## config.mk

```make
export PLATFORM = sky130hd
export DESIGN_NAME = depr_queue
export DESIGN_NICKNAME = d
export VERILOG_FILES = /design/src/hdl/depr_pkg.sv /design/src/hdl/depr_queue.sv
export VERILOG_INCLUDE_DIRS = /design/src /design/src/hdl
export SDC_FILE = /design/constraint.sdc
export NUM_CORES = 1
export LEC_CHECK = 0
export BUFFER_PORTS_ARGS = -buffer_cell sky130_fd_sc_hd__buf_2
export CAP_MARGIN = 20
export CORE_ASPECT_RATIO = 0.6
export CORE_MARGIN = 10
export CORE_UTILIZATION = 61
export DETAILED_ROUTE_END_ITERATION = 6
export GPL_ROUTABILITY_DRIVEN = 0
export PLACE_DENSITY = 0.87
export REMOVE_ABC_BUFFERS = 1
export SLEW_MARGIN = 10
export SYNTH_ARGS = -nofsm -noshare
export SYNTH_HDL_FRONTEND = slang
export SYNTH_SLANG_ARGS = --single-unit
```

## constraint.sdc

```tcl
create_clock -name clk -period 4.3 [get_ports clk]
set_input_delay 0.215 -clock clk [delete_from_list [all_inputs] [get_ports clk]]
set_output_delay 0.215 -clock clk [all_outputs]
set_load 0.01 [all_outputs]
```

## src/hdl/depth_edge_pixel_remover_core_assert.svh

```systemverilog
// Assertion macros used by the job queue of the depth edge pixel remover.
`ifndef DEPTH_EDGE_PIXEL_REMOVER_CORE_ASSERT_SVH
`define DEPTH_EDGE_PIXEL_REMOVER_CORE_ASSERT_SVH

// Check that cons holds in the same cycle as ante.
`define DEPR_ASSERT_NOW(name, ante, cons, msg) \
	name: assert property (@(posedge clk) disable iff (!arst_n) (ante) |-> (cons)) \
		else $error(msg);

// Check that cons holds in the cycle after ante.
`define DEPR_ASSERT_NEXT(name, ante, cons, msg) \
	name: assert property (@(posedge clk) disable iff (!arst_n) (ante) |=> (cons)) \
		else $error(msg);

`endif

```

## src/hdl/depr_pkg.sv

```systemverilog
// Types and constants shared by the depth edge pixel remover modules.
`default_nettype none

package depr_pkg;

	localparam int DEPTH_W = 16;
	localparam int COUNT_W = 3;
	localparam int WIDTH_W = 11;
	localparam int ROW_W   = 12;
	localparam int MIN_DIM = 3;

	localparam int IDX_W = 2;

	localparam logic [IDX_W-1:0] REG_DIFF_THR  = 2'd0;
	localparam logic [IDX_W-1:0] REG_COUNT_THR = 2'd1;
	localparam logic [IDX_W-1:0] REG_WIDTH     = 2'd2;
	localparam logic [IDX_W-1:0] REG_HEIGHT    = 2'd3;

	localparam logic [DEPTH_W-1:0] DIFF_THR_RST  = 16'd1000;
	localparam logic [COUNT_W-1:0] COUNT_THR_RST = 3'd1;
	localparam logic [WIDTH_W-1:0] WIDTH_RST     = 11'd640;
	localparam logic [ROW_W-1:0]   HEIGHT_RST    = 12'd480;

	// Job queue between the classifier and the result sequencer.
	localparam int QDEPTH = 4;
	localparam int QAW    = $clog2(QDEPTH);
	localparam int QCW    = $clog2(QDEPTH + 1);

	typedef struct packed {
		logic [DEPTH_W-1:0] depth_in;
		logic               frame_start;
	} pix_in_t;

	typedef struct packed {
		logic [DEPTH_W-1:0] depth_out;
		logic               end_of_frame;
		logic               last_in_run;
	} pix_out_t;

	typedef struct packed {
		logic [DEPTH_W-1:0] diff_threshold;
		logic [COUNT_W-1:0] count_threshold;
		logic [WIDTH_W-1:0] image_width;
		logic [ROW_W-1:0]   image_height;
	} cfg_t;

	// One job per pixel that produces output: the filtered pixel of the row
	// above and, on the last row, the pixel itself.
	typedef struct packed {
		logic [DEPTH_W-1:0] res;
		logic [DEPTH_W-1:0] pix;
		logic               two;
		logic               eof;
	} job_t;

	typedef struct packed {
		logic [QCW-1:0] level;
		logic           empty;
	} q_stat_t;

endpackage

`default_nettype wire

```

## src/hdl/depr_queue.sv

```systemverilog
// Short job queue between the classifier and the result sequencer.
`default_nettype none

module depr_queue (
	input  wire logic             clk,
	input  wire logic             arst_n,
	input  wire logic             wr_en,
	input  wire depr_pkg::job_t   wr_job,
	input  wire logic             rd_en,
	output depr_pkg::job_t        head,
	output depr_pkg::q_stat_t     stat
);

	`include "depth_edge_pixel_remover_core_assert.svh"

	depr_pkg::job_t slot_q [depr_pkg::QDEPTH];

	logic [depr_pkg::QAW-1:0] wp_q, rp_q;
	logic [depr_pkg::QCW-1:0] level_q;

	always_ff @(posedge clk) begin
		if (wr_en) begin
			slot_q[wp_q] <= wr_job;
		end
	end

	always_ff @(posedge clk or negedge arst_n) begin
		if (!arst_n) begin
			wp_q    <= '0;
			rp_q    <= '0;
			level_q <= '0;
		end else begin
			if (wr_en) begin
				wp_q <= (wp_q == depr_pkg::QAW'(depr_pkg::QDEPTH - 1)) ? '0 : wp_q + 1'b1;
			end
			if (rd_en) begin
				rp_q <= (rp_q == depr_pkg::QAW'(depr_pkg::QDEPTH - 1)) ? '0 : rp_q + 1'b1;
			end
			if (wr_en && !rd_en) begin
				level_q <= level_q + 1'b1;
			end else if (rd_en && !wr_en) begin
				level_q <= level_q - 1'b1;
			end
		end
	end

	assign head       = slot_q[rp_q];
	assign stat.level = level_q;
	assign stat.empty = level_q == '0;

	`DEPR_ASSERT_NOW(a_no_overflow, wr_en, level_q != depr_pkg::QCW'(depr_pkg::QDEPTH), "job queue overflow")
	`DEPR_ASSERT_NOW(a_no_underflow, rd_en, level_q != '0, "job queue read while empty")
	`DEPR_ASSERT_NEXT(a_level_up, wr_en && !rd_en, level_q == $past(level_q) + 1'b1, "level not advanced on write")
	`DEPR_ASSERT_NEXT(a_level_down, rd_en && !wr_en, level_q == $past(level_q) - 1'b1, "level not dropped on read")

endmodule

`default_nettype wire

```

==> qor.json <==
{
  "run_status": {
    "outcome": "complete, no violations"
  },
  "sta": {
    "timing_hold_violations_final": 0,
    "min_period_over_period_pct": 61.8,
    "max_slew.worst_pin.slew_ns": 0.934,
    "final-max-slew-violation-count": 0,
    "finalWorstPathRequiredPeriod_ns": 2.66,
    "max_slew_margin_pct": 37.7,
    "total_negative_slack_ns": 0,
    "hold_ws_ns": 0.0174,
    "rsz_0062_raised_after_global_routing": "no",
    "final.setup_skew_ns": 0.00698,
    "max_clock_freq_ghz": 0.376,
    "setup_violations": 0
  },
  "placed_design": {
    "dp.final_hpwl_um": 6060,
    "place.port_buffers": 75
  },
  "run": {
    "maxCapViolations": 0
  },
  "routing": {
    "route.vias.total": 2457,
    "wire_per_inst_um": 23.5,
    "final_routed_wirelength_across_all_metal_layers_um": 10000,
    "detailedRoute.firstPassIterationCount": 5,
    "drt_initial_violations": 160,
    "remaining_drc_errors": 0,
    "detail_route.vias_per_cell": 5.74,
    "ant_nets": 0
  },
  "setup_path": {
    "worst_path_dominant_cell_family": "flip-flops",
    "critPathBufInv": 2,
    "worst_path_largest_cell_delay_ns": 0.78,
    "timing.critical_path.required_ns": 4.09,
    "critical-path-slowest-cell": "sky130_fd_sc_hd__dfrtp_2",
    "r2r_setup_slack_ns": 2.48,
    "crit_type": "reg -> out",
    "path_cells": "buf_4 -> mux4_1 -> buf_2",
    "worst_setup_end_kind": "output port",
    "worstSetupStartpointType": "flop",
    "critPathMaxFanout": 21,
    "critical_path_arrival_ns": 2.44
  },
  "synthesis": {
    "synthesis.area_per_instance_um2": 25.1,
    "yosys.cell_types.count": 18,
    "yosysWarnings": 0,
    "synth.mux.area_fraction_pct": 15.3,
    "synth_compound_area_share_pct": 0.186,
    "synth_top_family_by_area": "multiplexers",
    "yosys.area.top_type_share_pct": 76.1,
    "synthesis.area_um2": 5370,
    "yosys-top-cells-area": "sky130_fd_sc_hd__edfxtp_1, sky130_fd_sc_hd__mux4_2, sky130_fd_sc_hd__dfrtp_1, sky130_fd_sc_hd__mux4_1, sky130_fd_sc_hd__ha_1",
    "sequential_to_total_area_share_from_yosys_stat_pct": 79.3,
    "netlist.top_cell.by_area": "sky130_fd_sc_hd__edfxtp_1",
    "synth-simple-area-share_pct": 0.909,
    "synthesis.instances": 214,
    "synth_adder_area_share_pct": 1.77,
    "yosys.area_share.xor_xnor_pct": 0.490,
    "synth.ff_latch_count": 143
  },
  "pwr": {
    "p_leak_nw": 2.30,
    "powerDensity_nw_per_um2": 709,
    "power.ir.vdd_worst_v": 0.000460
  },
  "grt": {
    "first_global_vias": 2655,
    "grt_start_max_net_pins": 37,
    "wire_length_of_the_first_global_routing_pass_um": 15500,
    "antenna_found_initial": 1,
    "grt_overflow": 0,
    "grt.total_usage_pct": 16.2
  },
  "floorplan": {
    "count_of_pins_on_the_block_boundary": 76,
    "design.core.area_um2": 8560,
    "rows": 26,
    "floorplan.die.height_um": 92.7,
    "die_w_um": 141,
    "initial_utilization_pct": 62.7,
    "design.die.area_um2": 13100
  },
  "cts": {
    "cts_hold_buffers_added": 1,
    "tritoncts": "yes",
    "clkLatencyLatePin_ns": 0.41,
    "cts_sinks": 143,
    "htree_levels": 4,
    "clk_pin_slew_ns": 0.06,
    "ctsRootBufferMaster": "sky130_fd_sc_hd__clkbuf_16",
    "cts_max_path_buffers": 2,
    "numCtsBuffers": 17,
    "cts_resized": 0,
    "postCtsSetupBuffers": 0
  },
  "cells_and_area": {
    "area.growth.synth_to_final_pct": 20.1,
    "antenna-diode-count": 0,
    "finalNetCount": 348,
    "drive_above_1_share_pct": 45.3,
    "nFillCells": 468,
    "layout.cells.most_common_list": "sky130_fd_sc_hd__edfxtp_1, sky130_fd_sc_hd__buf_2, sky130_fd_sc_hd__mux4_2",
    "layout.cells.most_common": "sky130_fd_sc_hd__edfxtp_1"
  },
  "min_path": {
    "timing.hold.worst.class": "in -> reg"
  }
}
## path summary, 6_finish.rpt
kind                       startpoint            end  depth (start not counted)
min in group asynchronous      arst_n     level_q[0]                          2
max in group asynchronous      arst_n        rp_q[0]                          2
hold / removal             wr_job[31]  slot_q[0][31]                          1
hold reg to reg            level_q[2]     level_q[2]                          1
setup / recovery              rp_q[0]       head[29]                          3
setup reg to reg              wp_q[0]   slot_q[0][6]                          3
## routing by layer
metal,wire [um],vias to the layer above,track usage [%],part of all wire [%]
met4,129,2,4.88,1.3
met1,4140,1255,19.9,41
met2,5000,100,25.6,50
met5,13,-,0,0.13
met3,768,17,7.39,7.6
li1,-,1083,-,-
## final cells by class
| cell class | count | area (um^2) | area share (%) |
|---|---|---|---|
| clock inverters | 11 | 163 | 2.52 |
| inverters | 4 | 15.0 | 0.233 |
| flip-flops and latches | 143 | 4260 | 66.1 |
| repair buffers | 78 | 400 | 6.21 |
| clock buffers | 21 | 460 | 7.14 |
| well taps | 112 | 140 | 2.17 |
| multi-input cells | 59 | 1010 | 15.6 |
## power breakdown
| group | leakage (nW) | total [mW] | internal, mW | switching (mW) |
|---|---|---|---|---|
| Sequential | 1.33 | 1.93 | 1.80 | 0.130 |
| Clock | 0.299 | 1.51 | 0.996 | 0.518 |
| Combinational | 0.670 | 1.13 | 0.535 | 0.590 |
| Total | 2.30 | 4.57 | 3.33 | 1.24 |
## synth_stat cells
| master | n |
|---|---|
| sky130_fd_sc_hd__and2_1 | 4 |
| sky130_fd_sc_hd__buf_12 | 3 |
| sky130_fd_sc_hd__buf_2 | 4 |
| sky130_fd_sc_hd__buf_6 | 1 |
| sky130_fd_sc_hd__dfrtp_1 | 7 |
| sky130_fd_sc_hd__edfxtp_1 | 136 |
| sky130_fd_sc_hd__fa_1 | 1 |
| sky130_fd_sc_hd__ha_1 | 6 |
| sky130_fd_sc_hd__inv_1 | 4 |
| sky130_fd_sc_hd__mux2_2 | 3 |
| sky130_fd_sc_hd__mux4_1 | 6 |
| sky130_fd_sc_hd__mux4_2 | 28 |
| sky130_fd_sc_hd__nand2_1 | 2 |
| sky130_fd_sc_hd__nor2_1 | 3 |
| sky130_fd_sc_hd__nor3_1 | 1 |
| sky130_fd_sc_hd__o21ai_0 | 2 |
| sky130_fd_sc_hd__xnor2_1 | 1 |
| sky130_fd_sc_hd__xor2_1 | 2 |
## state kept, by name (all words and copies together), names as in the netlist
signal / flops
slot_q: 136
level_q: 3
rp_q: 2
wp_q: 2
## cells by family (layout without fill, tap and decap cells)
kind of cell	Yosys count	in the layout
DFF	143	143
muxes	37	37
buffers and inverters	12	114
and+or+nand+nor	10	10
adders and majority gates	7	7
xor gates and xnor gates	3	3
AOI/OAI and AO/OA	2	2
## stage by stage
stage / total power, mW / cell area (um^2) / std cells / setup slack [ns] / utilization, %
floorplan: 2.63 / 5280 / 206 / 1.90 / -
global placement: 3.05 / 5810 / 395 / 2.10 / 67.9
detailed placement: 3.10 / 5810 / 395 / 2.02 / 67.9
CTS: 4.63 / 6450 / 428 / 1.56 / 75.3
global route: 4.78 / 6450 / 428 / 1.46 / 75.3
finish: 4.57 / 6450 / 428 / 1.64 / 75.3
Note: power is estimated with default switching activity, not from simulation.
