==> src/hdl/depth_edge_pixel_remover_core_assert.svh <==
// Assertion macros used by the job queue of the depth edge pixel remover.
`ifndef DEPTH_EDGE_PIXEL_REMOVER_CORE_ASSERT_SVH
`define DEPTH_EDGE_PIXEL_REMOVER_CORE_ASSERT_SVH

// Check that cons holds in the same cycle as ante.
`define DEPR_ASSERT_NOW(name, ante, cons, msg) \
	name: assert property (@(posedge clk) disable iff (!arst_n) (ante) |-> (cons)) \
		else $error(msg);

// Check that cons holds in the cycle after ante.
`define DEPR_ASSERT_NEXT(name, ante, cons, msg) \
	name: assert property (@(posedge clk) disable iff (!arst_n) (ante) |=> (cons)) \
		else $error(msg);

`endif

==> src/hdl/depr_pkg.sv <==
// Types and constants shared by the depth edge pixel remover modules.
`default_nettype none

package depr_pkg;

	localparam int DEPTH_W = 16;
	localparam int COUNT_W = 3;
	localparam int WIDTH_W = 11;
	localparam int ROW_W   = 12;
	localparam int MIN_DIM = 3;

	localparam int IDX_W = 2;

	localparam logic [IDX_W-1:0] REG_DIFF_THR  = 2'd0;
	localparam logic [IDX_W-1:0] REG_COUNT_THR = 2'd1;
	localparam logic [IDX_W-1:0] REG_WIDTH     = 2'd2;
	localparam logic [IDX_W-1:0] REG_HEIGHT    = 2'd3;

	localparam logic [DEPTH_W-1:0] DIFF_THR_RST  = 16'd1000;
	localparam logic [COUNT_W-1:0] COUNT_THR_RST = 3'd1;
	localparam logic [WIDTH_W-1:0] WIDTH_RST     = 11'd640;
	localparam logic [ROW_W-1:0]   HEIGHT_RST    = 12'd480;

	// Job queue between the classifier and the result sequencer.
	localparam int QDEPTH = 4;
	localparam int QAW    = $clog2(QDEPTH);
	localparam int QCW    = $clog2(QDEPTH + 1);

	typedef struct packed {
		logic [DEPTH_W-1:0] depth_in;
		logic               frame_start;
	} pix_in_t;

	typedef struct packed {
		logic [DEPTH_W-1:0] depth_out;
		logic               end_of_frame;
		logic               last_in_run;
	} pix_out_t;

	typedef struct packed {
		logic [DEPTH_W-1:0] diff_threshold;
		logic [COUNT_W-1:0] count_threshold;
		logic [WIDTH_W-1:0] image_width;
		logic [ROW_W-1:0]   image_height;
	} cfg_t;

	// One job per pixel that produces output: the filtered pixel of the row
	// above and, on the last row, the pixel itself.
	typedef struct packed {
		logic [DEPTH_W-1:0] res;
		logic [DEPTH_W-1:0] pix;
		logic               two;
		logic               eof;
	} job_t;

	typedef struct packed {
		logic [QCW-1:0] level;
		logic           empty;
	} q_stat_t;

endpackage

`default_nettype wire

==> src/hdl/depr_back.sv <==
// Back end: turns each queued job into one or two result beats.
`default_nettype none

module depr_back (
	input  wire logic              clk,
	input  wire logic              arst_n,
	input  wire depr_pkg::job_t    head,
	input  wire depr_pkg::q_stat_t qstat,
	input  wire logic              pop,
	output logic                   empty,
	output depr_pkg::pix_out_t     result,
	output logic                   deq
);

	logic phase_q;
	logic take;

	assign empty = qstat.empty;
	assign take  = pop && !qstat.empty;
	assign deq   = take && (!head.two || phase_q);

	always_ff @(posedge clk or negedge arst_n) begin
		if (!arst_n) begin
			phase_q <= 1'b0;
		end else if (take) begin
			phase_q <= head.two && !phase_q;
		end
	end

	assign result.depth_out    = phase_q ? head.pix : head.res;
	assign result.end_of_frame = phase_q && head.eof;
	assign result.last_in_run  = phase_q || !head.two;

endmodule

`default_nettype wire

==> config.mk <==
export PLATFORM = sky130hd
export DESIGN_NAME = depr_back
export DESIGN_NICKNAME = d
export VERILOG_FILES = /design/src/hdl/depth_edge_pixel_remover_core_assert.svh /design/src/hdl/depr_pkg.sv /design/src/hdl/depr_back.sv
export SDC_FILE = /design/constraint.sdc
export NUM_CORES = 1
export LEC_CHECK = 0
export BUFFER_PORTS_ARGS = -buffer_cell sky130_fd_sc_hd__clkbuf_2
export CAP_MARGIN = 20
export CORE_MARGIN = 3
export CORE_UTILIZATION = 24
export CTS_CLUSTER_DIAMETER = 50
export DETAILED_ROUTE_END_ITERATION = 10
export GPL_ROUTABILITY_DRIVEN = 0
export PLACE_DENSITY = 0.77
export SYNTH_ARGS = -nofsm -noshare
export SYNTH_HDL_FRONTEND = slang
export SYNTH_SLANG_ARGS = --single-unit
==> constraint.sdc <==
create_clock -name clk -period 1.35 [get_ports clk]
set_clock_uncertainty 0.2 [all_clocks]
set_input_delay 0 -clock clk [delete_from_list [all_inputs] [get_ports clk]]
set_output_delay 0 -clock clk [all_outputs]
set_load 0.03 [all_outputs]
==> impl_metrics.prom <==
# TYPE chip_impl_metric gauge
chip_impl_info{name="outcome",value="complete, no violations"} 1
chip_impl_metric{name="report.final.hold_viol_count",unit=""} 0
chip_impl_metric{name="fp.dieW",unit="µm"} 42.1
chip_impl_metric{name="clk_latency",unit="ns"} 0
chip_impl_metric{name="synth.ff_latch_count",unit=""} 1
chip_impl_metric{name="p_int",unit="mW"} 0.287
chip_impl_metric{name="tightestPinTransition",unit="ns"} 0.178
chip_impl_metric{name="port-buffer-count",unit=""} 57
chip_impl_metric{name="postRouteWirelength",unit="µm"} 907
chip_impl_metric{name="critical_path_data_required_time",unit="ns"} 1.15
chip_impl_info{name="registers.top_by_ff_count",value="phase_q"} 1
chip_impl_metric{name="final_nets",unit=""} 125
chip_impl_metric{name="route.vias.total",unit=""} 418
chip_impl_info{name="synth_top_cell_by_area",value="sky130_fd_sc_hd__mux2_4"} 1
chip_impl_metric{name="grt_pass1_vias",unit=""} 397
chip_impl_metric{name="detailed_place.area",unit="µm²"} 597
chip_impl_metric{name="rows",unit=""} 12
chip_impl_metric{name="yosys_warnings",unit=""} 0
chip_impl_metric{name="power_frac_clock",unit="%"} 0
chip_impl_metric{name="use_met1",unit="%"} 11.1
chip_impl_metric{name="setup_tns_final",unit="ns"} 0
chip_impl_metric{name="finish.cell_count_without_fillers",unit=""} 96
chip_impl_metric{name="use_met2",unit="%"} 20.4
chip_impl_info{name="worstSetupPathType",value="flip-flop to output port"} 1
chip_impl_metric{name="combinationalPowerShare",unit="%"} 92.9
chip_impl_metric{name="mappedNetlistArea",unit="µm²"} 313
chip_impl_info{name="worstPathCellList",value="buf_12, mux2_2, clkbuf_2"} 1
chip_impl_metric{name="worstPathArrival",unit="ns"} 1.04
chip_impl_metric{name="floorplan.initialDensity",unit="%"} 26.7
chip_impl_metric{name="largest_reg_flops",unit=""} 1
chip_impl_metric{name="use_met3",unit="%"} 4.29
chip_impl_metric{name="max_clock_freq",unit="MHz"} 804
chip_impl_metric{name="min_period_over_period",unit="%"} 92.1
chip_impl_metric{name="die_height",unit="µm"} 42.1
chip_impl_metric{name="antenna_violations_before_repair",unit=""} 0
chip_impl_metric{name="global_route.usage.total",unit="%"} 10.5
chip_impl_info{name="dominantRegCellSynth",value="sky130_fd_sc_hd__dfrtp_1"} 1
chip_impl_metric{name="post-route-cell-area",unit="µm²"} 607
chip_impl_metric{name="syn_inst",unit=""} 26
chip_impl_info{name="crit-reg2reg-launch",value="phase_q$_DFFE_PN0P_"} 1
chip_impl_metric{name="finalSetupViolCount",unit=""} 0
chip_impl_metric{name="async_reset_ff_share",unit="%"} 100
chip_impl_metric{name="timing.critical_path.slowest_cell_delay",unit="ns"} 0.35
chip_impl_metric{name="timing.critical_path.fanout_max",unit=""} 19
chip_impl_info{name="ys_top_cells_by_area",value="sky130_fd_sc_hd__mux2_4 (38%), sky130_fd_sc_hd__mux2_2 (29%), sky130_fd_sc_hd__dfrtp_1 (8.0%), sky130_fd_sc_hd__buf_12 (6.4%), sky130_fd_sc_hd__and2_1 (4.0%)"} 1
chip_impl_metric{name="core-area",unit="µm²"} 1170
chip_impl_info{name="synth.top_cells.by_count",value="sky130_fd_sc_hd__mux2_2 (8), sky130_fd_sc_hd__mux2_4 (8), sky130_fd_sc_hd__and2_1 (2)"} 1
chip_impl_metric{name="design.portCount",unit=""} 61
chip_impl_metric{name="final_util",unit="%"} 51.8
chip_impl_metric{name="power.ir.vdd_worst",unit="mV"} 0.519
chip_impl_metric{name="grt_first_pass_wirelength",unit="µm"} 1610
chip_impl_metric{name="detail_route.iter0.violations",unit=""} 1
chip_impl_metric{name="1st_pass_router_iterations",unit=""} 2
chip_impl_info{name="critPathSlowestCell",value="sky130_fd_sc_hd__dfrtp_1"} 1
chip_impl_info{name="holdCritStartpoint",value="qstat[0]"} 1
chip_impl_metric{name="detail_route.vias_per_cell",unit=""} 4.35
chip_impl_info{name="crit_path_start",value="phase_q$_DFFE_PN0P_"} 1
chip_impl_info{name="start_kind",value="flip-flop"} 1
chip_impl_metric{name="fp.dieArea",unit="µm²"} 1770
chip_impl_metric{name="remaining_drc_errors",unit=""} 0
chip_impl_metric{name="globalRoute.totalOverflow",unit=""} 0
chip_impl_metric{name="cts.repair_timing.setup_buffer_count",unit=""} 0
chip_impl_metric{name="maxSlewHeadroom",unit="%"} 88.1
chip_impl_metric{name="synth-seq-area-share",unit="%"} 8.00
chip_impl_metric{name="avgSynthCellArea",unit="µm²"} 12.0
chip_impl_metric{name="maxCapViolCount",unit=""} 0
chip_impl_metric{name="finalWorstPathRequiredPeriod",unit="ns"} 1.24
chip_impl_metric{name="syn_to_final_growth",unit="%"} 94.0
chip_impl_info{name="setup.worst_path.end_class",value="output port"} 1
chip_impl_metric{name="ant_nets",unit=""} 0
chip_impl_metric{name="report.final.slew_viol_count",unit=""} 0
chip_impl_metric{name="place_hpwl",unit="µm"} 838
chip_impl_info{name="globalRoute.busiestLayer",value="met2"} 1
chip_impl_metric{name="final.fill_count",unit=""} 107
chip_impl_metric{name="seq_power_share",unit="%"} 7.1
chip_impl_metric{name="cts.reportedPaths.clkPinSlew",unit="ns"} 0
chip_impl_metric{name="post_synth_num_cell_types",unit=""} 11
chip_impl_metric{name="post_route_cells_drive_above_1_share",unit="%"} 90.2
chip_impl_metric{name="power_switching_share",unit="%"} 52.2
chip_impl_metric{name="largest_net_degree_at_the_start_of_global_routing",unit=""} 20
chip_impl_metric{name="power-per-cell-area",unit="nW/µm²"} 991
chip_impl_info{name="rsz0062_at_grt",value="no"} 1
chip_impl_metric{name="synthesis.nets",unit=""} 67
chip_impl_metric{name="place_inst",unit=""} 95
chip_impl_metric{name="yosys.area.top_type_share",unit="%"} 38.4
chip_impl_info{name="largest_registers",value="phase_q x1"} 1
chip_impl_metric{name="power.switching",unit="mW"} 0.314
chip_impl_metric{name="post_drt_wl_per_cell",unit="µm"} 9.45
chip_impl_metric{name="diodes",unit=""} 0
chip_impl_info{name="hold_path.class",value="input port to output port"} 1
chip_impl_metric{name="total_leakage_power",unit="nW"} 0.373
chip_impl_metric{name="synth-edff-count",unit=""} 0
==> cells by family after synthesis <==
| family | count (synthesis) | share of synthesized area (%) |
|---|---|---|
| buffers and inverters | 4 | 13.6 |
| DFF | 1 | 8.00 |
| muxes | 17 | 70.4 |
| and+or+nand+nor | 4 | 8.00 |
==> cell type report <==
cell class | count | area [µm²] | area share (%)
well taps | 14 | 17.5 | 2.89
repair buffers | 59 | 315 | 52.0
flip-flops and latches | 1 | 25.0 | 4.12
inverters | 1 | 3.75 | 0.619
multi-input cells | 21 | 245 | 40.4
==> metrics by stage <==
| stage | power, mW | setup slack, ns | hold WS, ns |
|---|---|---|---|
| floorplan | 0.482 | 0.0119 | -0.496 |
| global placement | 0.599 | 0.103 | -0.425 |
| detailed placement | 0.605 | 0.102 | -0.422 |
| CTS | 0.608 | 0.102 | 0.0647 |
| global route | 0.635 | 0.0728 | 0.0810 |
| finish | 0.601 | 0.107 | 0.0614 |
==> critical path, delay by kind of cell, from the launching register on <==
| family | cells | cell delay (ns) |
|---|---|---|
| buffers and inverters | 2 | 0.35 |
| muxes | 1 | 0.34 |
| DFF | 1 | 0.35 |
==> cell usage in the layout, fill, tap and decap left out <==
cell type	count
sky130_fd_sc_hd__clkbuf_2	57
sky130_fd_sc_hd__mux2_4	8
sky130_fd_sc_hd__mux2_2	8
sky130_fd_sc_hd__and2_1	2
sky130_fd_sc_hd__nand2b_1	1
sky130_fd_sc_hd__nor2b_1	1
sky130_fd_sc_hd__inv_1	1
sky130_fd_sc_hd__mux2i_1	1
sky130_fd_sc_hd__dlygate4sd3_1	1
sky130_fd_sc_hd__dfrtp_1	1
sky130_fd_sc_hd__buf_12	1
==> power by group through the flow <==
stage / sequential [mW] / combinational (mW) / clock (mW)
6_report: 0.0428 / 0.559 / 0
5_1_grt: 0.0433 / 0.592 / 0
4_1_cts: 0.0428 / 0.565 / 0
3_5_place_dp: 0.0428 / 0.562 / 0
3_3_place_gp: 0.0429 / 0.556 / 0
2_1_floorplan: 0.0400 / 0.442 / 0
==> worst paths after layout <==
kind	endpoint	slack, ns	cells past startpoint
max reg2reg	phase_q$_DFFE_PN0P_	0.24	3
max in group asynchronous	phase_q$_DFFE_PN0P_	0.74	2
min in group asynchronous	phase_q$_DFFE_PN0P_	0.13	2
max	result[17]	0.11	3
min reg2reg	phase_q$_DFFE_PN0P_	0.50	3
min	empty	0.06	2
==> metal layers <==
| metal | vias up | part of all wire (%) |
|---|---|---|
| met1 | 171 | 29 |
| met5 | - | 0 |
| met4 | 0 | 0 |
| met2 | 42 | 46 |
| li1 | 205 | - |
| met3 | 0 | 26 |
==> timing repair <==
item | CTS | global route
resized for setup | 0 | 0
hold endpoints to repair | 1 | 0
hold buffers | 1 | 0
Note: power is estimated with default switching activity, not from simulation.
